### src/design/aavr_pkg.sv
// Package for the axis-angle vector rotator: axis codes, control struct,
// CORDIC constants and the arctangent table. No dependencies.
`default_nettype none

package aavr_pkg;

	localparam int COORD_WIDTH_DEF   = 18;
	localparam int ANGLE_WIDTH_DEF   = 16;
	localparam int CORDIC_STAGES_DEF = 16;

	localparam int TURN_WIDTH  = 32;
	localparam int GUARD_BITS  = 16;
	localparam int HEAD_BITS   = 2;
	localparam int KINV_FRAC   = 30;
	localparam int ATAN_DEPTH  = 24;

	localparam logic [KINV_FRAC-1:0]  KINV_Q30     = 30'd652032874;
	localparam logic [TURN_WIDTH-1:0] QUARTER_HALF = 32'h2000_0000;

	typedef enum logic [1:0] {
		AXIS_X    = 2'd0,
		AXIS_Y    = 2'd1,
		AXIS_Z    = 2'd2,
		AXIS_PASS = 2'd3
	} axis_t;

	typedef struct packed {
		logic  valid;
		axis_t axis;
	} ctl_t;

	// atan(2^-i) in 2^-32 turn units
	function automatic logic [TURN_WIDTH-1:0] atan_turn(input int idx);
		logic [TURN_WIDTH-1:0] v;
		begin
			unique case (idx)
				0:  v = 32'h2000_0000;
				1:  v = 32'h12E4_051D;
				2:  v = 32'h09FB_385B;
				3:  v = 32'h0511_11D4;
				4:  v = 32'h028B_0D43;
				5:  v = 32'h0145_D7E1;
				6:  v = 32'h00A2_F61E;
				7:  v = 32'h0051_7C55;
				8:  v = 32'h0028_BE53;
				9:  v = 32'h0014_5F2E;
				10: v = 32'h000A_2F98;
				11: v = 32'h0005_17CC;
				12: v = 32'h0002_8BE6;
				13: v = 32'h0001_45F3;
				14: v = 32'h0000_A2F9;
				15: v = 32'h0000_517D;
				16: v = 32'h0000_28BE;
				17: v = 32'h0000_145F;
				18: v = 32'h0000_0A2F;
				19: v = 32'h0000_0518;
				20: v = 32'h0000_028C;
				21: v = 32'h0000_0146;
				22: v = 32'h0000_00A3;
				23: v = 32'h0000_0051;
				default: v = '0;
			endcase
			return v;
		end
	endfunction

endpackage

`default_nettype wire

### src/design/aavr_prerot.sv
// Front end: pair selection, gain compensation multiply, angle split into
// quadrant and residual, quadrant pre-rotation. Two register stages. Uses aavr_pkg.
`default_nettype none

module aavr_prerot import aavr_pkg::*; #(
	parameter int COORD_WIDTH = COORD_WIDTH_DEF,
	parameter int ANGLE_WIDTH = ANGLE_WIDTH_DEF
) (
	input  wire logic                          clk,
	input  wire logic                          arst_n,
	input  wire logic                          en,
	input  wire ctl_t                          ctl_in,
	input  wire logic [ANGLE_WIDTH-1:0]        turn_angle,
	input  wire logic signed [COORD_WIDTH-1:0] x_in,
	input  wire logic signed [COORD_WIDTH-1:0] y_in,
	input  wire logic signed [COORD_WIDTH-1:0] z_in,
	output ctl_t                               ctl_out,
	output logic signed [COORD_WIDTH+GUARD_BITS+HEAD_BITS-1:0] a_out,
	output logic signed [COORD_WIDTH+GUARD_BITS+HEAD_BITS-1:0] b_out,
	output logic signed [TURN_WIDTH-1:0]       r_out,
	output logic signed [COORD_WIDTH-1:0]      x_out,
	output logic signed [COORD_WIDTH-1:0]      y_out,
	output logic signed [COORD_WIDTH-1:0]      z_out
);

	localparam int WORK_W = COORD_WIDTH + GUARD_BITS + HEAD_BITS;
	localparam int PROD_W = COORD_WIDTH + KINV_FRAC + 1;
	localparam int SHIFT  = KINV_FRAC - GUARD_BITS;

	logic signed [COORD_WIDTH-1:0] sel_a, sel_b;
	logic signed [PROD_W-1:0]      prod_a, prod_b;
	logic [TURN_WIDTH-1:0]         u_ang, u_bias, r_raw;
	logic [1:0]                    quad;

	ctl_t                          ctl_s1;
	logic signed [PROD_W-1:0]      prod_a_s1, prod_b_s1;
	logic [1:0]                    quad_s1;
	logic [TURN_WIDTH-1:0]         r_s1;
	logic signed [COORD_WIDTH-1:0] x_s1, y_s1, z_s1;

	logic signed [WORK_W-1:0]      wa, wb, qa, qb;

	always_comb begin
		unique case (ctl_in.axis)
			AXIS_X: begin
				sel_a = z_in;
				sel_b = y_in;
			end
			AXIS_Y: begin
				sel_a = x_in;
				sel_b = z_in;
			end
			AXIS_Z, AXIS_PASS: begin
				sel_a = x_in;
				sel_b = y_in;
			end
			default: begin
				sel_a = x_in;
				sel_b = y_in;
			end
		endcase
	end

	assign prod_a = sel_a * $signed({1'b0, KINV_Q30});
	assign prod_b = sel_b * $signed({1'b0, KINV_Q30});

	assign u_ang  = {turn_angle, {(TURN_WIDTH-ANGLE_WIDTH){1'b0}}};
	assign u_bias = u_ang + QUARTER_HALF;
	assign quad   = u_bias[TURN_WIDTH-1:TURN_WIDTH-2];
	assign r_raw  = u_ang - {quad, {(TURN_WIDTH-2){1'b0}}};

	always_ff @(posedge clk or negedge arst_n) begin
		if (!arst_n) begin
			ctl_s1 <= '0;
		end else if (en) begin
			ctl_s1 <= ctl_in;
		end
	end

	always_ff @(posedge clk) begin
		if (en) begin
			prod_a_s1   <= prod_a;
			prod_b_s1   <= prod_b;
			quad_s1     <= quad;
			r_s1        <= r_raw;
			x_s1        <= x_in;
			y_s1        <= y_in;
			z_s1        <= z_in;
		end
	end

	assign wa = WORK_W'($signed(prod_a_s1[PROD_W-1:SHIFT]));
	assign wb = WORK_W'($signed(prod_b_s1[PROD_W-1:SHIFT]));

	always_comb begin
		unique case (quad_s1)
			2'd0: begin
				qa = wa;
				qb = wb;
			end
			2'd1: begin
				qa = -wb;
				qb = wa;
			end
			2'd2: begin
				qa = -wa;
				qb = -wb;
			end
			2'd3: begin
				qa = wb;
				qb = -wa;
			end
			default: begin
				qa = wa;
				qb = wb;
			end
		endcase
	end

	always_ff @(posedge clk or negedge arst_n) begin
		if (!arst_n) begin
			ctl_out <= '0;
		end else if (en) begin
			ctl_out <= ctl_s1;
		end
	end

	always_ff @(posedge clk) begin
		if (en) begin
			a_out        <= qa;
			b_out        <= qb;
			r_out        <= $signed(r_s1);
			x_out        <= x_s1;
			y_out        <= y_s1;
			z_out        <= z_s1;
		end
	end

endmodule

`default_nettype wire

### config.mk
export PLATFORM = sky130hd
export DESIGN_NAME = aavr_prerot
export DESIGN_NICKNAME = d
export VERILOG_FILES = /design/src/design/aavr_pkg.sv /design/src/design/aavr_prerot.sv
export SDC_FILE = /design/constraint.sdc
export NUM_CORES = 2
export LEC_CHECK = 0
export ABC_AREA = 1
export BUFFER_PORTS_ARGS = -buffer_cell sky130_fd_sc_hd__buf_2
export CORE_MARGIN = 2
export CORE_UTILIZATION = 45
export DETAILED_ROUTE_END_ITERATION = 8
export PLACE_DENSITY = 0.62
export SLEW_MARGIN = 20
export SYNTH_ARGS = -nofsm -noshare
export SYNTH_HDL_FRONTEND = slang
export SYNTH_SLANG_ARGS = --single-unit
export TNS_END_PERCENT = 30
### constraint.sdc
create_clock -name clk -period 2.9 [get_ports clk]
set_clock_uncertainty 0.1 [all_clocks]
set_input_delay 0.58 -clock clk [delete_from_list [all_inputs] [get_ports clk]]
set_output_delay 0.58 -clock clk [all_outputs]
set_load 0.005 [all_outputs]
==> qor.txt <==
Worst-Margin Slew -> 0.989 ns
H-tree levels -> 1
Antenna diodes -> 0
clock slew at reported path FFs -> 0.07 ns
initial antenna violation count -> 4
Initial Util -> 45.6%
hold path cells -> 1
outcome -> finished with violations
worst reg2reg path depth -> 12
failing checks -> negative setup slack
Final WS setup -> -2.90 ns
internal reg-to-reg setup slack -> 0.24 ns
first-pass GRT wire length -> 157,000 um
Hold Crit Class -> in -> reg
starting DRC count in detailed routing -> 1,779
FF-to-FF Start -> prod_b_s1[14]$_DFFE_PP_
clk buf depth -> 3
Seq/Total Area, Yosys -> 26.5%
max-cap viol count -> 0
layout cells sized above 1 -> 33.1%
# rows -> 98
port buffer count -> 220
Placed Area -> 39,600 sq um
yosys warns -> 0
final worst path period need -> 5.80 ns
final core occ -> 60.8%
Final period util -> 200%
post-synthesis cell area -> 32,700 sq um
Final HPWL DP -> 88,300 um
clock sinks -> 290
Slew HR -> 34.0%
Yosys cell types -> 50
FF+latch count, synth -> 290
cells after synthesis -> 3,561
Critical Path Start Type -> input pin
Ports -> 237
fin area -> 43,600 sq um
Total Neg Setup Slack -> -188.97 ns
DR DRC count -> 0
WS Path Type -> in -> reg
Critical Path RT -> 3.14 ns
final setup violation count -> 70
final slew viol count -> 0
gr usage total -> 27.6%
Final ANT Viol Nets -> 0
Worst setup endpoint -> prod_a_s1[44]$_DFFE_PP_
GPL Wtd Cong -> 1.00
Root Driver -> clkbuf_16
largest net degree at the start of global routing -> 63
total grt overflow -> 0
Critical path origin -> ctl_in[0]
Num CTS Buffers -> 31
R2R Path End -> a_out[22]$_DFFE_PP_
wirelength, routed -> 104,000 um
unrepaired setup endpoints after global routing -> true
FFs w/ async S/R, synth -> 2.07%
core area -> 71,700 sq um
top_reg_cell synth -> edfxtp_1
Crit. End Element -> flop
drt via density -> 5.04
CTS tree -> yes
CP Max Fanout -> 6
Hold Fails Final Rpt -> 0
DIE AREA -> 74,800 sq um
Final #Nets -> 5,254
vias in the first global route -> 27,819
Chip Width -> 274 um
die height -> 274 um
Post-synth EDFFs -> 284
via count -> 27,059
post-DR wirelength/cell -> 19.3 um
fmax -> 173 MHz
Fill cells -> 6,192
router iterations before antenna repair -> 7
Area Overhead vs Synth -> 33.3%
clock latency on the worst-skew pair -> 0.58 ns
worst path arrival time -> 6.03 ns
Synth Area per Inst -> 9.18 sq um
-- synth_stat cells, drive strengths merged (11+ instances only) --
cell	number	area share, %
inv	906	10
nand2	542	6.3
fa	404	25
ha	376	14
edfxtp	284	26
nor2	255	3.0
nand3	155	2.5
o21ai	138	2.2
a21oi	121	1.9
xor2	71	1.9
nand4	67	1.3
nor3	39	0.70
clkbuf	31	0.36
buf	20	0.43
o21a	18	0.41
a21o	17	0.39
o2111ai	14	0.38
o21bai	14	0.33
xnor2	14	0.38
a21boi	12	0.28
a31oi	11	0.21
-- worst min path at each step --
stage	from	endpoint	slack (ns)
floorplan	arst_n	ctl_out[0]$_DFFE_PN0P_	0.18
global route	turn_angle[10]	r_s1[26]$_DFFE_PP_	0.04
finish	turn_angle[5]	r_s1[21]$_DFFE_PP_	0.07
CTS	turn_angle[5]	r_s1[21]$_DFFE_PP_	0.03
detailed placement	r_s1[31]$_DFFE_PP_	r_out[31]$_DFFE_PP_	0.30
global placement	r_s1[29]$_DFFE_PP_	r_out[29]$_DFFE_PP_	0.30
-- routing by layer --
layer	up-vias	wire length (um)	track usage [%]
met2	893	49700	47.1
met3	244	6580	4.42
met1	12998	42400	35.1
met5	-	42	0
met4	6	4810	10.8
li1	12918	-	-
-- critical path, cell delays in order --
cell       delay [ns]
buf_12           0.11
nor2_4           0.16
buf_6            0.16
bufbuf_16        0.26
o21ai_4          0.07
buf_4            0.15
fa_2             0.52
fa_1             0.52
inv_1            0.06
fa_2             0.58
fa_2             0.46
fa_1             0.49
inv_1            0.05
fa_1             0.49
inv_2            0.05
ha_4             0.29
nand2_4          0.08
nor2_2           0.17
nor2_4           0.06
buf_4            0.13
o21a_1           0.18
o21ai_1          0.12
nand2_1          0.11
nand3_1          0.11
xor2_1           0.07
-- final cells by class --
| class | instances | area, sq um | share of cell area (%) |
|---|---|---|---|
| clock inverters | 20 | 317 | 0.726 |
| repair buffers | 840 | 6080 | 13.9 |
| flip-flops and latches | 290 | 8680 | 19.9 |
| inverters | 907 | 3440 | 7.88 |
| multi-input cells | 2328 | 23100 | 52.9 |
| clock buffers | 38 | 822 | 1.89 |
| well taps | 950 | 1190 | 2.73 |
-- metrics by stage --
stage,instances,hold WS (ns),setup WS [ns]
floorplan,3576,0.184,-3.11
global placement,5249,0.301,-3.75
detailed placement,5249,0.305,-3.84
CTS,5344,0.0274,-2.81
global route,5373,0.0397,-3.07
finish,5373,0.0666,-2.90
-- cell families after synthesis --
kind of cell	synth area share (%)
and+or+nand+nor	14.3
buffers and inverters	11.2
adders and majority gates	39.1
xor gates and xnor gates	2.28
muxes	0.172
DFF	26.5
other	0.0115
AOI/OAI and AO/OA	6.41
-- flip-flops by register name, indices dropped and copies added, names as in the netlist, 16 cells and up --
register / flops
a_out: 36
b_out: 36
prod_a_s1: 35
prod_b_s1: 35
x_out: 18
x_s1: 18
y_out: 18
y_s1: 18
z_out: 18
z_s1: 18
r_out: 16
r_s1: 16
-- layout by cell type (no fill, tap or decap), drive strengths merged, types with 11 or more instances in the layout --
| cell | n |
|---|---|
| inv | 909 |
| nand3 | 155 |
| o21bai | 14 |
| a21o | 17 |
| a21boi | 12 |
| a21oi | 121 |
| o2111ai | 14 |
| nor2 | 255 |
| nand4 | 67 |
| fa | 404 |
| a31oi | 11 |
| buf | 838 |
| edfxtp | 284 |
| clkbuf | 38 |
| o21ai | 138 |
| xor2 | 71 |
| o21a | 18 |
| nand2 | 542 |
| ha | 376 |
| xnor2 | 14 |
| nor3 | 39 |
| conb | 16 |
-- timing repair --
item / 4_1_cts / 5_1_grt
gates resized for setup: 345 / 261
buffers inserted: 35 / 30
pin swaps: 125 / 96
hold buffers: 1 / 0
endpoints found under the setup margin: 70 / 70
gates cloned: 2 / 0
hold endpoints to repair: 6 / 0
Power is not shown: default switching activity piles up to over one toggle a cycle in this logic, so the estimate is an artifact.
