**config.mk**
```make
export PLATFORM = sky130hd
export DESIGN_NAME = aavr_finish
export DESIGN_NICKNAME = d
export VERILOG_FILES = /design/src/design/aavr_pkg.sv /design/src/design/aavr_finish.sv
export SDC_FILE = /design/constraint.sdc
export NUM_CORES = 1
export LEC_CHECK = 0
export BUFFER_PORTS_ARGS = -buffer_cell sky130_fd_sc_hd__buf_2
export CORE_ASPECT_RATIO = 1.5
export CORE_MARGIN = 1.5
export CORE_UTILIZATION = 49
export DETAILED_ROUTE_END_ITERATION = 16
export PLACE_DENSITY_LB_ADDON = 0.15
export SLEW_MARGIN = 10
export SYNTH_ARGS = -nofsm -noshare
export SYNTH_HDL_FRONTEND = slang
export SYNTH_SLANG_ARGS = --single-unit
```
**constraint.sdc**
```tcl
create_clock -name clk -period 4.3 [get_ports clk]
set_input_delay 0.645 -clock clk [delete_from_list [all_inputs] [get_ports clk]]
set_output_delay 0.645 -clock clk [all_outputs]
set_load 0.05 [all_outputs]
```
**src/design/aavr_pkg.sv**
```systemverilog
// Package for the axis-angle vector rotator: axis codes, control struct,
// CORDIC constants and the arctangent table. No dependencies.
`default_nettype none

package aavr_pkg;

	localparam int COORD_WIDTH_DEF   = 18;
	localparam int ANGLE_WIDTH_DEF   = 16;
	localparam int CORDIC_STAGES_DEF = 16;

	localparam int TURN_WIDTH  = 32;
	localparam int GUARD_BITS  = 16;
	localparam int HEAD_BITS   = 2;
	localparam int KINV_FRAC   = 30;
	localparam int ATAN_DEPTH  = 24;

	localparam logic [KINV_FRAC-1:0]  KINV_Q30     = 30'd652032874;
	localparam logic [TURN_WIDTH-1:0] QUARTER_HALF = 32'h2000_0000;

	typedef enum logic [1:0] {
		AXIS_X    = 2'd0,
		AXIS_Y    = 2'd1,
		AXIS_Z    = 2'd2,
		AXIS_PASS = 2'd3
	} axis_t;

	typedef struct packed {
		logic  valid;
		axis_t axis;
	} ctl_t;

	// atan(2^-i) in 2^-32 turn units
	function automatic logic [TURN_WIDTH-1:0] atan_turn(input int idx);
		logic [TURN_WIDTH-1:0] v;
		begin
			unique case (idx)
				0:  v = 32'h2000_0000;
				1:  v = 32'h12E4_051D;
				2:  v = 32'h09FB_385B;
				3:  v = 32'h0511_11D4;
				4:  v = 32'h028B_0D43;
				5:  v = 32'h0145_D7E1;
				6:  v = 32'h00A2_F61E;
				7:  v = 32'h0051_7C55;
				8:  v = 32'h0028_BE53;
				9:  v = 32'h0014_5F2E;
				10: v = 32'h000A_2F98;
				11: v = 32'h0005_17CC;
				12: v = 32'h0002_8BE6;
				13: v = 32'h0001_45F3;
				14: v = 32'h0000_A2F9;
				15: v = 32'h0000_517D;
				16: v = 32'h0000_28BE;
				17: v = 32'h0000_145F;
				18: v = 32'h0000_0A2F;
				19: v = 32'h0000_0518;
				20: v = 32'h0000_028C;
				21: v = 32'h0000_0146;
				22: v = 32'h0000_00A3;
				23: v = 32'h0000_0051;
				default: v = '0;
			endcase
			return v;
		end
	endfunction

endpackage

`default_nettype wire

```
**src/design/aavr_finish.sv**
```systemverilog
// Back end: rounding, saturation, coordinate reassembly and the output
// register with its valid/ready handshake. Uses aavr_pkg.
`default_nettype none

module aavr_finish import aavr_pkg::*; #(
	parameter int COORD_WIDTH = COORD_WIDTH_DEF
) (
	input  wire logic                          clk,
	input  wire logic                          arst_n,
	input  wire ctl_t                          ctl_in,
	input  wire logic signed [COORD_WIDTH+GUARD_BITS+HEAD_BITS-1:0] a_in,
	input  wire logic signed [COORD_WIDTH+GUARD_BITS+HEAD_BITS-1:0] b_in,
	input  wire logic signed [COORD_WIDTH-1:0] x_in,
	input  wire logic signed [COORD_WIDTH-1:0] y_in,
	input  wire logic signed [COORD_WIDTH-1:0] z_in,
	output logic                               adv,
	output logic                               out_valid,
	input  wire logic                          out_ready,
	output logic signed [COORD_WIDTH-1:0]      rotated_x,
	output logic signed [COORD_WIDTH-1:0]      rotated_y,
	output logic signed [COORD_WIDTH-1:0]      rotated_z,
	output logic                               saturated
);

	localparam int WORK_W = COORD_WIDTH + GUARD_BITS + HEAD_BITS;
	localparam int RND_W  = WORK_W - GUARD_BITS;
	localparam logic signed [WORK_W-1:0] ROUND_HALF = WORK_W'(1) <<< (GUARD_BITS - 1);
	localparam logic signed [COORD_WIDTH-1:0] COORD_MAX = {1'b0, {(COORD_WIDTH-1){1'b1}}};
	localparam logic signed [COORD_WIDTH-1:0] COORD_MIN = {1'b1, {(COORD_WIDTH-1){1'b0}}};

	logic signed [WORK_W-1:0]      ra, rb;
	logic signed [RND_W-1:0]       va, vb;
	logic signed [COORD_WIDTH-1:0] fa, fb;
	logic                          ca, cb;
	logic signed [COORD_WIDTH-1:0] nx, ny, nz;
	logic                          nsat;
	logic                          load;

	assign ra = a_in + ROUND_HALF;
	assign rb = b_in + ROUND_HALF;
	assign va = ra[WORK_W-1:GUARD_BITS];
	assign vb = rb[WORK_W-1:GUARD_BITS];

	// fits when the bits above the coordinate's sign all match it
	assign ca = !((&va[RND_W-1:COORD_WIDTH-1]) || !(|va[RND_W-1:COORD_WIDTH-1]));
	assign cb = !((&vb[RND_W-1:COORD_WIDTH-1]) || !(|vb[RND_W-1:COORD_WIDTH-1]));
	assign fa = ca ? (va[RND_W-1] ? COORD_MIN : COORD_MAX) : va[COORD_WIDTH-1:0];
	assign fb = cb ? (vb[RND_W-1] ? COORD_MIN : COORD_MAX) : vb[COORD_WIDTH-1:0];

	always_comb begin
		unique case (ctl_in.axis)
			AXIS_X: begin
				nx   = x_in;
				ny   = fb;
				nz   = fa;
				nsat = ca | cb;
			end
			AXIS_Y: begin
				nx   = fa;
				ny   = y_in;
				nz   = fb;
				nsat = ca | cb;
			end
			AXIS_Z: begin
				nx   = fa;
				ny   = fb;
				nz   = z_in;
				nsat = ca | cb;
			end
			AXIS_PASS: begin
				nx   = x_in;
				ny   = y_in;
				nz   = z_in;
				nsat = 1'b0;
			end
			default: begin
				nx   = x_in;
				ny   = y_in;
				nz   = z_in;
				nsat = 1'b0;
			end
		endcase
	end

	// pipeline holds only when the last cell has a result and the output is blocked
	assign adv  = !(ctl_in.valid && out_valid && !out_ready);
	assign load = ctl_in.valid && adv;

	always_ff @(posedge clk or negedge arst_n) begin
		if (!arst_n) begin
			out_valid <= 1'b0;
		end else if (load) begin
			out_valid <= 1'b1;
		end else if (out_ready) begin
			out_valid <= 1'b0;
		end
	end

	always_ff @(posedge clk) begin
		if (load) begin
			rotated_x <= nx;
			rotated_y <= ny;
			rotated_z <= nz;
			saturated <= nsat;
		end
	end

`ifndef SYNTHESIS
	pass_no_clip: assert property (@(posedge clk) disable iff (!arst_n)
		(load && (ctl_in.axis == AXIS_PASS)) |=> !saturated)
		else $error("pass-through transaction flagged as saturated");
`endif

endmodule

`default_nettype wire

```
==> summary.md <==
| Metric | Value |
|---|---|
| Max-slew headroom at the worst pin | `39.27%` |
| Worst Tran Pin Value | `0.9110 ns` |
| Total Wirelength | `11.33 mm` |
| Crit path launch type | `primary input` |
| Number of placement rows | `39` |
| Net count reported at finish | `683` |
| Number of warnings issued by yosys | `0` |
| Skew-Pair Late Insertion Delay | `0.30 ns` |
| Commonest cells after routing, fill and taps aside | `buf_2 (158), edfxtp_1 (55), a21oi_1 (46)` |
| Total routing usage reported by global routing | `26.72%` |
| Core ar. | `7612 um2` |
| Number of enable flip-flop cells after synthesis | `55` |
| CTS sink count | `56` |
| ANT nets after route | `0` |
| Layer with the highest usage | `met2` |
| Y dimension of the die | `111.5 um` |
| Antenna cell count | `0` |
| Via count of the first global-routing pass | `3527` |
| Type of the worst min-delay path | `in -> async` |
| Clock H-tree levels | `2` |
| Main flop type after synthesis | `edfxtp_1` |
| Number of buffers added on ports | `158` |
| Max Slew Vio Count | `0` |
| VDD IR max | `172.5 uV` |
| Most frequent standard cell in the layout excluding fill and tap cells | `buf_2` |
| GP Congestion | `0.8981` |
| Routed vias/inst | `5.744` |
| Crit path time final | `3.125 ns` |
| Hold-fix buffer count after cts | `0` |
| Effective utilization at floorplan | `50.54%` |
| Final worst clock skew | `0.008125 ns` |
| Number of violations of the max-capacitance limit | `0` |
| Fraction of layout instances using a drive strength above 1 | `35.35%` |
| Non-Filler Cell Area, Final | `4840 um2` |
| Wire length of the first global-routing pass | `16.95 mm` |
| Initial antenna violation count | `0` |
| Highest attainable clock frequency | `320.0 MHz` |
| Area growth from synthesis to layout | `25.79%` |
| Gates resized, CTS repair | `0` |
| GR Util met3 | `3.801%` |
| Post-CTS setup-driven buffer insertion count | `0` |
| Leak | `0.001992 uW` |
| X dimension of the die | `75.35 um` |
| Yosys reg bits | `56` |
| Share of flip-flops with an asynchronous set or reset | `1.786%` |
| First-pass iteration count of the detailed router | `4` |
| Part of the cycle the worst path needs | `72.67%` |
| Number of cells produced by synthesis | `398` |
| Required time of the critical path | `4.29 ns` |
| Wire length per cell after detailed routing | `17.48 um` |
| Detailed router's first-iteration violation count | `236` |
| Worst-path clk slew | `0.07 ns` |
| Arrival time at the worst endpoint | `3.12 ns` |
| Clock root buffer | `clkbuf_16` |
| Routing usage on met1 | `30.30%` |
| Result of the run | `finished, final reports clean` |
| Number of vias in the routed layout | `3722` |
| Worst Setup End Kind | `flop` |
| Num ports | `189` |
| Clk buf depth | `2` |
| DRC viols | `0` |
| Final-layout setup total negative slack | `0 ns` |
| Final hold violation count | `0` |
| CTS Buf Count | `5` |
| Critical path class | `in -> reg` |
| Synthesized Nets | `536` |
| Met2 GRT Util | `48.83%` |
| Register area share after synthesis | `43.58%` |
| HPWL Detailed | `8.924 mm` |
| Post-synthesis cell area | `3847 um2` |
| Setup repair after global routing missed its margin | `false` |
| Total global routing overflow | `0` |
| Highest net fanout along the worst path | `11` |
| Maximum number of pins on one net before global-route repair | `35` |
| Area after DPL | `4698 um2` |
| Synth Area per Inst | `9.667 um2` |
| Pwr dens | `319.1 nW/um2` |
| Total of endpoints with negative setup slack in the final report | `0` |
| Die Outline Area | `8403 um2` |
| Clock tree from TritonCTS | `built` |
| Library cells used by synthesis | `52` |
==> flip-flops by register name, indices dropped and copies added, names as in the netlist <==
signal	count
out_valid	1
rotated_y	18
saturated	1
rotated_x	18
rotated_z	18
==> layer usage <==
metal  up-vias  wire [um]  share of wire [%]
li1       1787          -                  -
met1      1737       4271                 38
met2       170       6067                 54
met3        28        655                5.8
met4         0        331                2.9
met5         -          0                  0
==> per-stage QoR <==
stage / instances / setup WS (ns) / utilization, % / hold slack, ns / power (uW)
after floorplan: 398 / 1.501 / - / 0.3494 / 1000
after global placement: 640 / 0.9454 / 61.72 / 0.4201 / 1141
after detailed placement: 640 / 0.9010 / 61.72 / 0.4217 / 1149
after CTS: 648 / 1.213 / 63.58 / 0.1084 / 1554
after global routing: 648 / 1.079 / 63.58 / 0.1057 / 1604
final: 648 / 1.175 / 63.58 / 0.1125 / 1544
==> cells in the mapped netlist (2+ instances only) <==
master / count / area share (%)
edfxtp_1: 55 / 43
a21oi_1: 46 / 6.0
nand2_1: 37 / 3.6
nor2_1: 34 / 3.3
nand3_1: 21 / 2.7
xnor2_1: 21 / 4.8
o21ai_0: 18 / 2.3
xor2_1: 16 / 3.6
inv_1: 13 / 1.3
a32oi_1: 11 / 2.5
clkbuf_1: 11 / 1.1
mux2i_1: 11 / 2.9
and3_1: 10 / 1.6
and4_1: 8 / 1.8
buf_2: 8 / 1.0
a221oi_1: 6 / 1.4
and2_1: 6 / 0.98
ha_1: 6 / 2.0
nand4_1: 6 / 0.98
a211oi_1: 4 / 0.78
a31oi_1: 4 / 0.65
mux2_2: 3 / 0.88
nand2b_1: 3 / 0.49
or2_2: 3 / 0.49
nand3_2: 2 / 0.52
nand3b_1: 2 / 0.39
nor3_1: 2 / 0.26
nor3b_1: 2 / 0.39
o21ai_2: 2 / 0.46
o221a_2: 2 / 0.59
o22a_1: 2 / 0.46
or2_4: 2 / 0.46
xnor2_2: 2 / 0.85
==> critical path, stage by stage <==
cell and delay, ns:
buf_2 0.11, ha_1 0.25, nand3_2 0.15, nor4_4 0.45, a21oi_1 0.13, or4_4 0.56, nor2_1 0.58, a32oi_1 0.23
==> final cells by class <==
type / count / area [um2]
clock buffer: 6 / 128.9
clock inverter: 2 / 12.51
fill: 689 / 2773
inverter: 13 / 48.80
multi-input combinational: 307 / 2024
sequential: 56 / 1677
tap: 102 / 127.6
timing repair buffer: 162 / 820.8
==> where the power goes <==
part	internal (uW)	switching (uW)
Clock	216	189
Sequential	659	11.6
Combinational	141	328
Total	1020	529
==> cell families (layout without fill, tap and decap cells) <==
logic type	after synthesis	after routing	share of synthesized area [%]
muxes	14	14	3.740
and+or+nand+nor	145	145	20.46
AOI/OAI and AO/OA	103	103	17.11
buffers and inverters	35	183	3.902
DFF	56	56	43.58
xor gates and xnor gates	39	39	9.268
adders and majority gates	6	6	1.951
==> final timing paths <==
path                                        from                      end  slack, ns  cells past startpoint
max                                     b_in[15]  rotated_z[12]$_DFFE_PP_       1.18                      8
min                                       arst_n    out_valid$_DFFE_PN0P_       0.11                      1
max reg2reg                out_valid$_DFFE_PN0P_  rotated_z[14]$_DFFE_PP_       2.40                      3
min reg2reg                out_valid$_DFFE_PN0P_    out_valid$_DFFE_PN0P_       0.53                      2
max in group asynchronous                 arst_n    out_valid$_DFFE_PN0P_       4.10                      1
min in group clk           out_valid$_DFFE_PN0P_    out_valid$_DFFE_PN0P_       0.53                      2
(Power assumes the default switching activity.)
