### src/design/aavr_pkg.sv
// Package for the axis-angle vector rotator: axis codes, control struct,
// CORDIC constants and the arctangent table. No dependencies.
`default_nettype none

package aavr_pkg;

	localparam int COORD_WIDTH_DEF   = 18;
	localparam int ANGLE_WIDTH_DEF   = 16;
	localparam int CORDIC_STAGES_DEF = 16;

	localparam int TURN_WIDTH  = 32;
	localparam int GUARD_BITS  = 16;
	localparam int HEAD_BITS   = 2;
	localparam int KINV_FRAC   = 30;
	localparam int ATAN_DEPTH  = 24;

	localparam logic [KINV_FRAC-1:0]  KINV_Q30     = 30'd652032874;
	localparam logic [TURN_WIDTH-1:0] QUARTER_HALF = 32'h2000_0000;

	typedef enum logic [1:0] {
		AXIS_X    = 2'd0,
		AXIS_Y    = 2'd1,
		AXIS_Z    = 2'd2,
		AXIS_PASS = 2'd3
	} axis_t;

	typedef struct packed {
		logic  valid;
		axis_t axis;
	} ctl_t;

	// atan(2^-i) in 2^-32 turn units
	function automatic logic [TURN_WIDTH-1:0] atan_turn(input int idx);
		logic [TURN_WIDTH-1:0] v;
		begin
			unique case (idx)
				0:  v = 32'h2000_0000;
				1:  v = 32'h12E4_051D;
				2:  v = 32'h09FB_385B;
				3:  v = 32'h0511_11D4;
				4:  v = 32'h028B_0D43;
				5:  v = 32'h0145_D7E1;
				6:  v = 32'h00A2_F61E;
				7:  v = 32'h0051_7C55;
				8:  v = 32'h0028_BE53;
				9:  v = 32'h0014_5F2E;
				10: v = 32'h000A_2F98;
				11: v = 32'h0005_17CC;
				12: v = 32'h0002_8BE6;
				13: v = 32'h0001_45F3;
				14: v = 32'h0000_A2F9;
				15: v = 32'h0000_517D;
				16: v = 32'h0000_28BE;
				17: v = 32'h0000_145F;
				18: v = 32'h0000_0A2F;
				19: v = 32'h0000_0518;
				20: v = 32'h0000_028C;
				21: v = 32'h0000_0146;
				22: v = 32'h0000_00A3;
				23: v = 32'h0000_0051;
				default: v = '0;
			endcase
			return v;
		end
	endfunction

endpackage

`default_nettype wire

### src/design/aavr_cell.sv
// One CORDIC micro-rotation cell: fixed shift, one arctangent constant,
// one register stage. Uses aavr_pkg.
`default_nettype none

module aavr_cell import aavr_pkg::*; #(
	parameter int COORD_WIDTH = COORD_WIDTH_DEF,
	parameter int IDX         = 0
) (
	input  wire logic                          clk,
	input  wire logic                          arst_n,
	input  wire logic                          en,
	input  wire ctl_t                          ctl_in,
	input  wire logic signed [COORD_WIDTH+GUARD_BITS+HEAD_BITS-1:0] a_in,
	input  wire logic signed [COORD_WIDTH+GUARD_BITS+HEAD_BITS-1:0] b_in,
	input  wire logic signed [TURN_WIDTH-1:0]  r_in,
	input  wire logic signed [COORD_WIDTH-1:0] x_in,
	input  wire logic signed [COORD_WIDTH-1:0] y_in,
	input  wire logic signed [COORD_WIDTH-1:0] z_in,
	output ctl_t                               ctl_q,
	output logic signed [COORD_WIDTH+GUARD_BITS+HEAD_BITS-1:0] a_q,
	output logic signed [COORD_WIDTH+GUARD_BITS+HEAD_BITS-1:0] b_q,
	output logic signed [TURN_WIDTH-1:0]       r_q,
	output logic signed [COORD_WIDTH-1:0]      x_q,
	output logic signed [COORD_WIDTH-1:0]      y_q,
	output logic signed [COORD_WIDTH-1:0]      z_q
);

	localparam int WORK_W = COORD_WIDTH + GUARD_BITS + HEAD_BITS;
	localparam logic signed [TURN_WIDTH-1:0] ATAN_K = $signed(atan_turn(IDX));

	logic signed [WORK_W-1:0] da, db;

	assign da = b_in >>> IDX;
	assign db = a_in >>> IDX;

	always_ff @(posedge clk or negedge arst_n) begin
		if (!arst_n) begin
			ctl_q <= '0;
		end else if (en) begin
			ctl_q <= ctl_in;
		end
	end

	always_ff @(posedge clk) begin
		if (en) begin
			x_q        <= x_in;
			y_q        <= y_in;
			z_q        <= z_in;
			if (!r_in[TURN_WIDTH-1]) begin
				a_q <= a_in - da;
				b_q <= b_in + db;
				r_q <= r_in - ATAN_K;
			end else begin
				a_q <= a_in + da;
				b_q <= b_in - db;
				r_q <= r_in + ATAN_K;
			end
		end
	end

`ifndef SYNTHESIS
	// gain-compensated magnitude never reaches the top headroom bit
	a_headroom: assert property (@(posedge clk) disable iff (!arst_n)
		ctl_q.valid |-> (a_q[WORK_W-1] == a_q[WORK_W-2]) && (b_q[WORK_W-1] == b_q[WORK_W-2]))
		else $error("cordic working value overflow");
`endif

endmodule

`default_nettype wire

### config.mk
export PLATFORM = sky130hd
export DESIGN_NAME = aavr_cell
export DESIGN_NICKNAME = d
export VERILOG_FILES = /design/src/design/aavr_pkg.sv /design/src/design/aavr_cell.sv
export SDC_FILE = /design/constraint.sdc
export NUM_CORES = 1
export LEC_CHECK = 0
export BUFFER_PORTS_ARGS = -buffer_cell sky130_fd_sc_hd__buf_2
export CAP_MARGIN = 30
export CORE_ASPECT_RATIO = 1.5
export CORE_UTILIZATION = 54
export CTS_CLUSTER_SIZE = 14
export DETAILED_ROUTE_END_ITERATION = 12
export GPL_ROUTABILITY_DRIVEN = 0
export GPL_TIMING_DRIVEN = 0
export PLACE_DENSITY = 0.8
export SYNTH_ARGS = -nofsm -noshare
export SYNTH_HDL_FRONTEND = slang
export SYNTH_SLANG_ARGS = --single-unit
### constraint.sdc
create_clock -name clk -period 0.9 [get_ports clk]
set_input_delay 0.045 -clock clk [delete_from_list [all_inputs] [get_ports clk]]
set_output_delay 0.045 -clock clk [all_outputs]
set_load 0.05 [all_outputs]
==> run summary, run 1 <==
The number of ports placed on the die boundary is 325. The level count of the clock H-tree is 4. The row count is 64. Entering global routing, the biggest net connects 65 pins. The cell sitting at the root of the clock tree is a clkbuf_16. The synthesized design contains 160 register bits. Global routing consumed, over all layers together, 60.3% of the routing resources. The number of synthesized flops with an enable pin came out at 157. The global-route wire length before repair came out at 96.3 mm. The post-synthesis instance area is 11300 µm². The placed wire-length estimate came out at 29.8 mm. The clock passes through at most 2 buffers. The last stage reached is global routing.

The total overflow reported by the global router came out at 1. For this run, the leading register cell type out of synthesis is edfxtp_1. The overall die height came out at 179 µm. The synthesized netlist contains 82 unique library cells. The number of placed instances, taps included came out at 1747. Counting every net in the synthesized netlist gives 1432. In the synthesized netlist the async set-or-reset flop fraction comes to 1.88%.

The number of buffers added by the clock tree synthesis step is 17. The count of yosys warnings during synthesis came out at 0. The share of synthesized area occupied by flip-flops and latches came out at 42.3%. The initial core utilization is 55.3%. The flow did not finish. The number of global-route vias before repair is 15156. The number of instances in the synthesized netlist came out at 1159. The first error in the log reads "[ERROR GRT-0116] Global routing finished with congestion. Check the congestion regions in the DRC Viewer". Counting every sink on the clock net gives 160. The count of buffers inserted at the top-level ports is 323.

The cell area reported after detailed placement came out at 13900 µm². Prior to clock tree synthesis, the placed netlist has a worst setup slack of -2.77 ns. From left edge to right edge, the die measures 120 µm. The mean instance size in the synthesized netlist is 9.78 µm².
routing by layer:
metal	global-route usage [%]	overflow
met1	61.7	0
met2	83.5	0
met3	37.1	0
met4	54.4	1
met5	10.4	0
Yosys cell counts, types with 6 or more instances:
library cell / number / area share [%]
nand2_1: 58 / 1.9
nor2b_1: 13 / 0.72
a211oi_1: 12 / 0.80
nor3b_1: 6 / 0.40
a21oi_1: 136 / 6.0
clkbuf_1: 27 / 0.89
nor2_1: 87 / 2.9
inv_1: 100 / 3.3
xor2_1: 14 / 1.1
o211ai_1: 9 / 0.60
and2_1: 9 / 0.50
mux2i_1: 13 / 1.1
or3_1: 7 / 0.39
edfxtp_1: 157 / 42
a31oi_1: 6 / 0.33
ha_1: 105 / 12
and3_1: 6 / 0.33
buf_2: 13 / 0.57
nand3b_1: 6 / 0.40
o21a_1: 13 / 0.86
a21o_1: 27 / 1.8
nand2b_1: 16 / 0.88
nor3_1: 30 / 1.3
buf_1: 10 / 0.33
a211o_1: 6 / 0.46
a31o_2: 6 / 0.46
nand3_1: 18 / 0.80
o21ai_0: 71 / 3.1
o21bai_1: 21 / 1.4
nand4_1: 6 / 0.33
xnor2_1: 54 / 4.2
through the flow:
step                      hold slack [ns]  util [%]
after floorplan                    -0.251         -
after global placement             -0.159      67.7
after detailed placement           -0.154      67.8
after CTS                         -0.0192      89.5
timing repair:
action                                  4_1_cts
hold buffers                                 90
resized for setup                           621
pin swaps                                   135
endpoints found under the setup margin      329
buffers inserted                             87
cloned                                        1
hold endpoints to repair                     92
cells by family after synthesis:
| logic type | share of synthesized area [%] |
|---|---|
| compound gates | 21.5 |
| fa+ha+maj | 12.3 |
| xor+xnor | 5.26 |
| mux | 1.45 |
| flops | 42.3 |
| simple gates | 11.9 |
| buf+inv | 5.41 |
==> inputs of run 2 (changes only) <==
CORE_ASPECT_RATIO = not set   (was 1.5)
CORE_UTILIZATION = 40   (was 54)
CTS_CLUSTER_SIZE = not set   (was 14)
PLACE_DENSITY = not set   (was 0.8)
PLACE_DENSITY_LB_ADDON = 0.15   (was not set)
==> run 2 against run 1 <==
Effect of this change: the flow now finishes, with violations (hold timing, setup timing); synthesized area unchanged; synthesized cell count unchanged.
==> run summary, run 2 <==
The placed wire-length estimate is 29.9 mm (was 29.8 mm). The number of global-route vias before repair is 11717. The type of element launching the critical path is an input port. The largest registers in the layout are a_q x36, b_q x35, r_q x32. The routed layout has 11899 vias. The worst register-to-register path has a depth of 2. The number of synthesized flops with an enable pin is 157 (unchanged). Walking the worst path, the cells encountered are buf_12 > ha_4 > fa_2 > nor2b_4 > o211ai_1 > buf_4 > a211o_4 > a2111oi_4 > o31a_1 > or4_4 > a41oi_4 > mux2i_1 > xnor2_1. The slowest library cell on the worst path is or4_4. The overall die height came out at 170 µm (was 179 µm). The final standard cell utilization of the core is 69.6%.

The total of flip-flops plus latches after synthesis is 160 (unchanged). The total routed wire length on the met1 layer came out at 17.6 mm. The most common library cell in the layout ignoring fill and taps is buf_6. Top post-synthesis cells by count: edfxtp_1 (157), a21oi_1 (136), ha_1 (105) (unchanged). The floorplan core area is 27900 µm². The total count of max-transition violations in the final report came out at 0.

The antenna violation net count after detailed routing is 0. The final net count came out at 1986. The post-layout worst setup margin is -1.66 ns.

The number of instances in the synthesized netlist is 1159 (unchanged). The sum of met3 wire segment lengths after detailed routing came out at 3.99 mm. The synthesized net count is 1432 (unchanged).

The clock slew at the register clock pins of the worst setup and hold paths came out at 0.07 ns. The proportion of layout cells with a drive suffix above 1 is 47.3%. The predominant post-synthesis flop cell is edfxtp_1 (unchanged). For the worst setup path, the data arrival time is 2.75 ns. The most frequently used cell type in the post-synthesis netlist is edfxtp_1 (unchanged). Setup repair after global routing could not meet its margin everywhere.

In the final routed layout, each cell accounts on average for 21.8 µm. The number of failing hold endpoints at the final stage came to 1. The post-synthesis instance area came out at 11300 µm² (unchanged).

The share of synthesized area occupied by flip-flops and latches is 42.3% (unchanged). The routed length on met2 is 21.7 mm. Across the VDD grid, the largest voltage drop is 0.000892 V. The DRC marker count from the first detailed-route iteration came out at 1288. The count of buffers inserted at the top-level ports is 323 (unchanged).

The final critical-path required period is 2.56 ns. The total overflow reported by the global router came out at 0. The global routing usage summed across all routing layers is 30.7%.

The initial antenna violation count is 4. The level count of the clock H-tree came to 4 (unchanged). The area growth from synthesis to layout is 71.1%. The tightest slew margin relative to the limit came out at 27.7%. The clock sink count was 160 (unchanged). The number of distinct library cell variants in the gate-level netlist after synthesis is 82 (unchanged).

Status: complete, but fails checks (was aborted with a tool error). The proportion of register bits with asynchronous set or reset after synthesis came out at 1.88% (unchanged). Largest cells by area after synthesis: edfxtp_1 (42%), ha_1 (12%), a21oi_1 (6.0%), xnor2_1 (4.2%), inv_1 (3.3%) (unchanged). For the worst setup path, the data required time is 1.09 ns. The worst clock skew on the final layout is 0 ns.

The timing startpoint of the critical path is a_in[0]. The root cell of the clock tree is clkbuf_16 (unchanged). The number of remaining DRC errors came out at 0.

The post-route clock period utilization came out at 285%. The peak per-stage delay on the critical path is 0.51 ns. The timing-limited maximum frequency came out at 390 MHz. The max-cap violation count is 0. The number of buffers added by the clock tree synthesis step is 17 (unchanged).

The category of the critical setup timing path is in -> reg. The mean number of vias per cell is 5.64. The launching point of the worst reg2reg path is ctl_q[2]. The width of the die is 170 µm (was 120 µm). The worst hold path class is in -> reg.

TritonCTS built the clock tree. The count of yosys warnings during synthesis came out at 0 (unchanged). The die covers 29000 µm². The number of search-and-repair iterations in the first detailed-routing pass came out at 6. The buffer depth of the longest clock path came out at 2 (unchanged). Summed over all layers, the routed wires come to 45.9 mm.

After detailed routing, no signal wire sits above met4. Ranked by flip-flop count, first place goes to a_q. Leaving out fill and tap cells, the most frequent cells in the layout are buf_6 (215), edfxtp_1 (157), buf_2 (143). The fraction of synthesized cell area taken by the top area cell type is 41.6% (unchanged). The leakage power of the design is 8.17 nW. STA classifies the critical path endpoint as a flip-flop. The cell accounting for the most synthesized area is edfxtp_1 (unchanged). The pin slew with the least headroom to its limit is 1.08 ns. The row count came out at 61 (was 64). The register with the most flip-flops in the layout has 36 of them.

The final reports fail on hold timing, setup timing. The mean instance size in the synthesized netlist is 9.78 µm² (unchanged). The first global-routing pass estimated 67.2 mm of wire.

The number of endpoints failing setup at the final stage came out at 232. The maximum net fanout on the critical path came out at 3. The clock reaches the later pin of the worst-skew pair after 0.44 ns. The initial core utilization is 40.7% (was 55.3%).

The total negative slack is -99.69 ns. The number of ports placed on the die boundary is 325 (unchanged). The power density over cell area came out at 1630 nW/µm². Entering global routing, the biggest net connects 96 pins. In this run the worst setup path terminates at b_q[28]. The reg2reg setup slack is -0.04 ns.

The worst hold margin is -0.0000402 ns. In this run the critical register-to-register path is captured at ctl_q[2].
[run 2: critical path: cells and delay by family]
family / cells / cell delay (ns)
xor gates and xnor gates: 1 / 0.15
AOI/OAI and AO/OA: 5 / 1.00
buffers and inverters: 2 / 0.28
adders and majority gates: 2 / 0.49
and+or+nand+nor: 2 / 0.65
muxes: 1 / 0.12
[run 2: cells by family after synthesis]
family,Yosys count,synth area share (%)
simple gates,278,11.9
xor+xnor,68,5.26
flops,160,42.3
buf+inv,155,5.41
mux,16,1.45
compound gates,373,21.5
fa+ha+maj,109,12.3
[run 2: power by group]
part           total (mW)  internal (mW)  switching, mW
combinational        14.2           5.72           8.45
clock                7.64           4.19           3.45
sequential           9.79           9.36          0.435
[run 2: how the worst min path moves through the flow]
stage | startpoint | to | slack [ns] | depth (start not counted)
after floorplan | arst_n | ctl_q[0] | -0.25 | 0
after global placement | arst_n | ctl_q[2] | -0.16 | 1
after detailed placement | arst_n | ctl_q[2] | -0.15 | 1
after CTS | en | a_q[23] | 0.06 | 1
after global routing | r_in[29] | r_q[30] | 0.009 | 2
final | r_in[29] | r_q[30] | -0.00004 | 2
[run 2: what timing repair did]
| action | CTS | global route |
|---|---|---|
| endpoints found under the setup margin | 297 | 231 |
| resized for setup | 629 | 133 |
| buffers inserted | 88 | 47 |
| hold buffers | 91 | 1 |
| pin swaps | 131 | 105 |
| gates cloned | 0 | 0 |
| endpoints found under the hold margin | 92 | 1 |
[run 2: metal layers]
metal	vias up	GRT usage [%]
met4	0	16.3
met1	5673	36.7
met2	726	51.4
li1	5318	-
met3	182	6.84
met5	-	0
[run 2: through the flow]
step                      area (µm²)  setup slack [ns]  std cells  hold slack [ns]  total power, mW
after floorplan                11900             -1.61       1159           -0.251             16.9
after global placement         14000             -2.78       1860           -0.157             19.7
after detailed placement       14000             -2.75       1861           -0.155             19.8
after CTS                      18600             -1.65       2069           0.0561             30.6
after global routing           19400             -1.74       2107          0.00853             32.7
final                          19400             -1.66       2108       -0.0000402             31.6
[run 2: cell type report]
type                    instances  area, µm²
flip-flops and latches        160       4790
inverters                     102        475
multi-input cells             844       7740
fillers                      1923       8480
plain buffers                  45        372
well taps                     378        473
clock inverters                14        169
diodes                          4       10.0
clock buffers                  18        429
repair buffers                543       4920
(Power assumes the default switching activity.)
==> inputs of run 3 (changes only) <==
CAP_MARGIN = 5   (was 30)
CORE_UTILIZATION = 45   (was 40)
==> run 3 against run 2 <==
Effect of this change: the run still ends with hold timing, setup timing left; largest power group unchanged; largest cell class unchanged; sequential power up 0.4%; combinational power hardly changed; critical endpoint is now a_q[32]; non-clock buffer count up 6.
==> run summary, run 3 (synthesis results as in run 2) <==
The category of the critical setup timing path was in -> reg (unchanged). The fill cell total of the finished layout came out at 1383 (was 1923). The TritonCTS clock tree is done (unchanged). The number of search-and-repair iterations in the first detailed-routing pass is 6 (unchanged). The post-place setup slack came out at -2.74 ns (was -2.75 ns). The tightest slew margin relative to the limit is 30.0% (was 27.7%).

The number of remaining DRC errors is 0 (unchanged). The root cell of the clock tree is clkbuf_16 (unchanged). The proportion of layout cells with a drive suffix above 1 is 47.9% (was 47.3%). The clock slew at the register clock pins of the worst setup and hold paths came out at 0.07 ns (about the same). The global routing usage summed across all routing layers was 34.6% (was 30.7%).

The number of flip-flops under the largest register name is 36 (unchanged). The cell area reported after detailed placement is 14000 µm² (about the same). The total die area came out at 25800 µm² (was 29000 µm²). The arrival time at the worst endpoint was 2.61 ns (was 2.75 ns). The area growth from synthesis to layout is 72.0% (was 71.1%).

The initial core utilization came to 46.2% (was 40.7%). The worst clock skew on the final layout came to 0 ns (unchanged). The required time of the worst setup path was 1.10 ns (was 1.09 ns). The timing-limited maximum frequency came to 415 MHz (was 390 MHz). The most common library cell in the layout ignoring fill and taps is buf_6 (unchanged). The worst hold path class is in -> reg (unchanged).

The post-layout worst setup margin came out at -1.51 ns (was -1.66 ns). The width of the die came out at 161 µm (was 170 µm). The number of failing hold endpoints at the final stage was 1 (unchanged). The total number of vias is 12161 (was 11899).

The wire length reported by the detailed router came out at 47.1 mm (was 45.9 mm). The area of the multi-input gates is 7800 µm² (was 7740 µm²). The row count came to 57 (was 61).

The kind of capture point of the worst setup path is a flip-flop (unchanged). The number of buffers added by the clock tree synthesis step came to 17 (unchanged). Violated checks: hold timing, setup timing (unchanged). The total count of max-transition violations in the final report came to 0 (unchanged). The overall die height came to 161 µm (was 170 µm). The final standard cell utilization of the core is 79.4% (was 69.6%). The floorplan core area was 24500 µm² (was 27900 µm²). The placed wire-length estimate came out at 28.9 mm (was 29.9 mm). Most frequent cells in the layout: buf_6 (224), edfxtp_1 (157), buf_2 (142) (was buf_6 (215), edfxtp_1 (157), buf_2 (143)). The mean number of vias per cell came to 5.90 (was 5.64). The pin slew with the least headroom to its limit came out at 1.05 ns (was 1.08 ns). The buffer depth of the longest clock path was 2 (unchanged).

The power density over cell area came out at 1630 nW/µm² (about the same). The initial antenna violation count came out at 4 (unchanged). The max-cap violation count came to 0 (unchanged). The count of buffers inserted at the top-level ports came to 323 (unchanged).

The largest voltage drop on the vdd net is 0.00119 V (was 0.000892 V). The total negative slack is -100.14 ns (was -99.69 ns). Largest registers ranked by flip-flop count: a_q x36, b_q x35, r_q x32 (unchanged). Unrepaired setup endpoints after global routing: true (unchanged).

The global-route wire length before repair came out at 68.3 mm (was 67.2 mm). The leakage power of the design came to 8.23 nW (was 8.17 nW). The number of hold buffers added after CTS is 89 (was 91). Status: complete, but fails checks (unchanged). The number of ports placed on the die boundary came out at 325 (unchanged). The worst hold margin was -0.0142 ns (was -0.0000402 ns). The footprint of the flip-flops and latches is 4790 µm² (unchanged). The number of global-route vias before repair is 11871 (was 11717). The type of element launching the critical path is an input port (unchanged). The final net count is 1992 (was 1986). The clock latency reported for the late side of the worst-skew pair was 0.46 ns (was 0.44 ns). The total overflow reported by the global router came to 0 (unchanged).

The antenna violation net count after detailed routing came out at 0 (unchanged). The clock sink count came out at 160 (unchanged). The number of endpoints failing setup at the final stage came out at 230 (was 232). The DRC marker count from the first detailed-route iteration is 1588 (was 1288). The final critical-path required period came to 2.41 ns (was 2.56 ns). The post-route clock period utilization is 268% (was 285%).

The level count of the clock H-tree came out at 4 (unchanged). The most flop-heavy register is a_q (unchanged). The post-route cell area is 19500 µm² (was 19400 µm²). The maximum net fanout on the critical path was 3 (unchanged).

The routed length per instance is 22.9 µm (was 21.8 µm). The maximum number of pins on one net before global-route repair came out at 55 (was 96).
## run 3: cell count changes in the layout (fill, tap and decap cells not counted), moves of 4 or more
cell / before / now
a21oi_2: 39 / 34
nand2_2: 9 / 4
o21bai_2: 5 / 1
buf_4: 92 / 85
o21ai_0: 35 / 30
buf_6: 215 / 224
clkbuf_4: 4 / 9
## run 3: timing repair
item,4_1_cts,5_1_grt
setup endpoints to repair,297,287
pin swaps,115,101
setup buffers,94,45
endpoints found under the hold margin,91,1
cloned,1,0
gates resized for setup,619,170
## run 3: layer usage
layer	GRT usage, %	vias to the layer above	part of all wire (%)
li1	-	5326	-
met1	43.3	5825	38
met2	57.5	811	48
met3	7.64	199	9.1
met4	14.7	0	4.6
met5	0	-	0
## run 3: cell type report
| type | count | area share [%] |
|---|---|---|
| Timing Repair Buffer | 545 | 25.6 |
| Antenna cell | 4 | 0.0514 |
| Multi-Input combinational cell | 844 | 40.0 |
| Clock inverter | 15 | 0.809 |
| Clock buffer | 17 | 2.18 |
| Inverter | 102 | 2.45 |
| Sequential cell | 160 | 24.6 |
| Buffer | 49 | 2.17 |
| Tap cell | 324 | 2.08 |
## run 3: final timing paths
path / startpoint / endpoint / slack [ns] / cells after the start
worst min register to register: ctl_q[2] / ctl_q[2] / 0.55 / 1
worst min-delay path: r_in[30] / r_q[30] / -0.01 / 2
max in group asynchronous: arst_n / ctl_q[1] / 0.25 / 3
worst max register to register: ctl_q[1] / ctl_q[1] / 0.11 / 1
min in group asynchronous: arst_n / ctl_q[0] / 0.49 / 3
worst max-delay path: b_in[0] / a_q[32] / -1.51 / 13
## run 3: power by group
part           internal [mW]  switching (mW)  leakage (nW)
Clock                   3.73            3.80         0.290
Combinational           5.84            8.55          6.38
Sequential              9.36           0.467          1.57
## run 3: worst max-delay path, cell delays in order
cell and delay (ns):
buf_12 0.12, ha_4 0.17, fa_2 0.38, nand2b_4 0.17, a211oi_4 0.29, nor4b_4 0.09, o41ai_4 0.33, a21oi_2 0.16
o41ai_4 0.32, buf_4 0.22, a2111oi_4 0.08, a21oi_2 0.14, xnor2_1 0.08
## run 3: per-stage QoR
step           std cells  hold WS, ns  total power [mW]
6_report            2060      -0.0142              31.8
3_3_place_gp        1806       -0.158              19.6
5_1_grt             2059      -0.0145              32.6
4_1_cts             2018      -0.0299              30.3
3_5_place_dp        1807       -0.156              19.7
2_1_floorplan       1159       -0.251              16.9
==> inputs of run 4 (changes only) <==
==> constraint.sdc (replaced) <==
create_clock -name clk -period 0.9 [get_ports clk]
set_input_delay 0.18 -clock clk [delete_from_list [all_inputs] [get_ports clk]]
set_output_delay 0.18 -clock clk [all_outputs]
set_load 0.05 [all_outputs]
==> run 4 against run 3 <==
Effect of this change: utilization is 0.18 points lower; sequential power about the same; sequential share of layout area grew 0.055 points; clock power decreased by 1%; the run ends with setup timing left.
==> run summary, run 4 (synthesis results as in run 2) <==
The placed wire-length estimate came to 28.9 mm (unchanged). The number of remaining DRC errors was 0 (unchanged). The number of global-route vias before repair is 12009 (was 11871). The total die area came out at 25800 µm² (unchanged). The most common library cell in the layout ignoring fill and taps is buf_6 (unchanged). The pin slew with the least headroom to its limit is 1.12 ns (was 1.05 ns). The floorplan core area came out at 24500 µm² (unchanged). The largest voltage drop on the vdd net is 0.00102 V (was 0.00119 V). The kind of capture point of the worst setup path is a flip-flop (unchanged). The number of failing hold endpoints at the final stage came out at 0 (was 1). The number of flip-flops under the largest register name came out at 36 (unchanged).

The post-route clock period utilization came out at 284% (was 268%). Status: complete, but fails checks (unchanged). The level count of the clock H-tree came out at 4 (unchanged). Most frequent cells in the layout: buf_6 (220), edfxtp_1 (157), buf_2 (144) (was buf_6 (224), edfxtp_1 (157), buf_2 (142)). The clock slew at the register clock pins of the worst setup and hold paths came out at 0.07 ns (about the same).

The number of buffers added by the clock tree synthesis step is 17 (unchanged). The number of search-and-repair iterations in the first detailed-routing pass was 6 (unchanged). The arrival time at the worst endpoint is 2.75 ns (was 2.61 ns). The power density over cell area was 1620 nW/µm² (was 1630 nW/µm²).

The width of the die was 161 µm (unchanged). The area growth from synthesis to layout is 71.6% (was 72.0%). The total negative slack came out at -130.50 ns (was -100.14 ns). The overall die height came out at 161 µm (unchanged). The initial core utilization came out at 46.2% (unchanged).

The cell area reported after detailed placement was 14000 µm² (unchanged). The type of element launching the critical path is an input port (unchanged). The worst clock skew on the final layout was 0 ns (unchanged). Unrepaired setup endpoints after global routing: true (unchanged). The global routing usage summed across all routing layers is 34.5% (was 34.6%). The final critical-path required period came out at 2.56 ns (was 2.41 ns). The total number of vias is 12154 (was 12161). The most flop-heavy register is a_q (unchanged). The row count came to 57 (unchanged).

The root cell of the clock tree is clkbuf_16 (unchanged). The post-route cell area came to 19400 µm² (was 19500 µm²). The timing-limited maximum frequency is 391 MHz (was 415 MHz). The global-route wire length before repair came to 68.2 mm (was 68.3 mm). The category of the critical setup timing path is in -> reg (unchanged). Violated checks: setup timing (was hold timing, setup timing). The count of cells along the worst hold path came out at 2 (unchanged).

The clock latency reported for the late side of the worst-skew pair is 0.45 ns (was 0.46 ns). The number of endpoints failing setup at the final stage came out at 231 (was 230). The DRC marker count from the first detailed-route iteration is 1466 (was 1588).

The leakage power of the design came out at 8.21 nW (was 8.23 nW). The post-layout worst setup margin is -1.66 ns (was -1.51 ns). The tightest slew margin relative to the limit is 25.3% (was 30.0%). The maximum number of pins on one net before global-route repair is 55 (unchanged).

The maximum net fanout on the critical path came out at 3 (unchanged). The total overflow reported by the global router is 0 (unchanged). The number of ports placed on the die boundary is 325 (unchanged). The TritonCTS clock tree is done (unchanged).

The cell count of the worst reg-to-reg path was 2 (was 1). The mean number of vias per cell was 5.91 (was 5.90). Largest registers ranked by flip-flop count: a_q x36, b_q x35, r_q x32 (unchanged). The clock sink count came out at 160 (unchanged).

The required time of the worst setup path came out at 1.09 ns (was 1.10 ns). The count of buffers inserted at the top-level ports came out at 323 (unchanged). The worst hold path class is in -> reg (unchanged).

The buffer depth of the longest clock path came out at 2 (unchanged). The proportion of layout cells with a drive suffix above 1 came out at 48.0% (was 47.9%). The total count of max-transition violations in the final report was 0 (unchanged). The antenna violation net count after detailed routing is 0 (unchanged). The final net count is 1989 (was 1992). The max-cap violation count is 0 (unchanged).

The routed length per instance is 22.8 µm (was 22.9 µm). The wire length reported by the detailed router was 46.8 mm (was 47.1 mm). The initial antenna violation count came out at 2 (was 4).
-- run 4: power by group --
part           internal [mW]  switching (mW)
logic                   5.81            8.53
clock network           3.73            3.72
registers               9.36           0.456
total                   18.9            12.7
-- run 4: metal layers --
metal / part of all wire, % / global-route usage, % / wire length (µm) / vias up
li1: - / - / - / 5320
met1: 38 / 42.5 / 17800 / 5815
met2: 49 / 58.8 / 22800 / 838
met3: 8.4 / 6.46 / 3950 / 181
met4: 4.8 / 15.3 / 2240 / 0
met5: 0 / 0 / 0 / -
-- run 4: what timing repair did --
action | CTS | global route
gates cloned | 1 | 0
gates resized for setup | 625 | 147
setup buffers | 97 | 37
pin swaps | 115 | 85
setup endpoints to repair | 340 | 257
hold endpoints to repair | 89 | 0
hold buffers | 87 | 0
-- run 4: worst max-delay path, stage by stage --
cell	delay [ns]
buf_12	0.10
inv_8	0.03
ha_4	0.16
fa_2	0.38
nand2b_4	0.17
a211oi_4	0.28
nor4b_4	0.09
o41ai_4	0.33
a21oi_2	0.16
o41ai_4	0.32
buf_4	0.22
a2111oi_4	0.07
a21oi_2	0.15
xnor2_1	0.08
-- run 4: metrics by stage --
step	cells	hold WS, ns	util [%]	power (mW)	setup slack (ns)
2_1_floorplan	1159	-0.116	-	16.9	-1.75
3_3_place_gp	1806	-0.0228	56.9	19.6	-2.90
3_5_place_dp	1807	-0.0212	57.0	19.7	-2.88
4_1_cts	2019	0.00894	75.5	30.3	-1.79
5_1_grt	2055	0.0356	79.3	32.4	-1.71
6_report	2056	0.0319	79.3	31.6	-1.66
-- run 4: worst paths after layout --
check,from,end,slack [ns]
worst max register to register,ctl_q[1],ctl_q[1],-0.03
worst min-delay path,r_in[29],r_q[29],0.03
worst min register to register,ctl_q[2],ctl_q[2],0.54
worst max-delay path,a_in[0],a_q[32],-1.66
max in group asynchronous,arst_n,ctl_q[1],0.70
min in group asynchronous,arst_n,ctl_q[2],0.08
-- run 4: area by class of cell --
class	count	area, µm²
clock inverters	15	158
diodes	3	7.51
fillers	1403	5090
plain buffers	50	445
flip-flops and latches	160	4790
multi-input cells	844	7800
repair buffers	541	4930
well taps	324	405
clock buffers	17	425
inverters	102	474
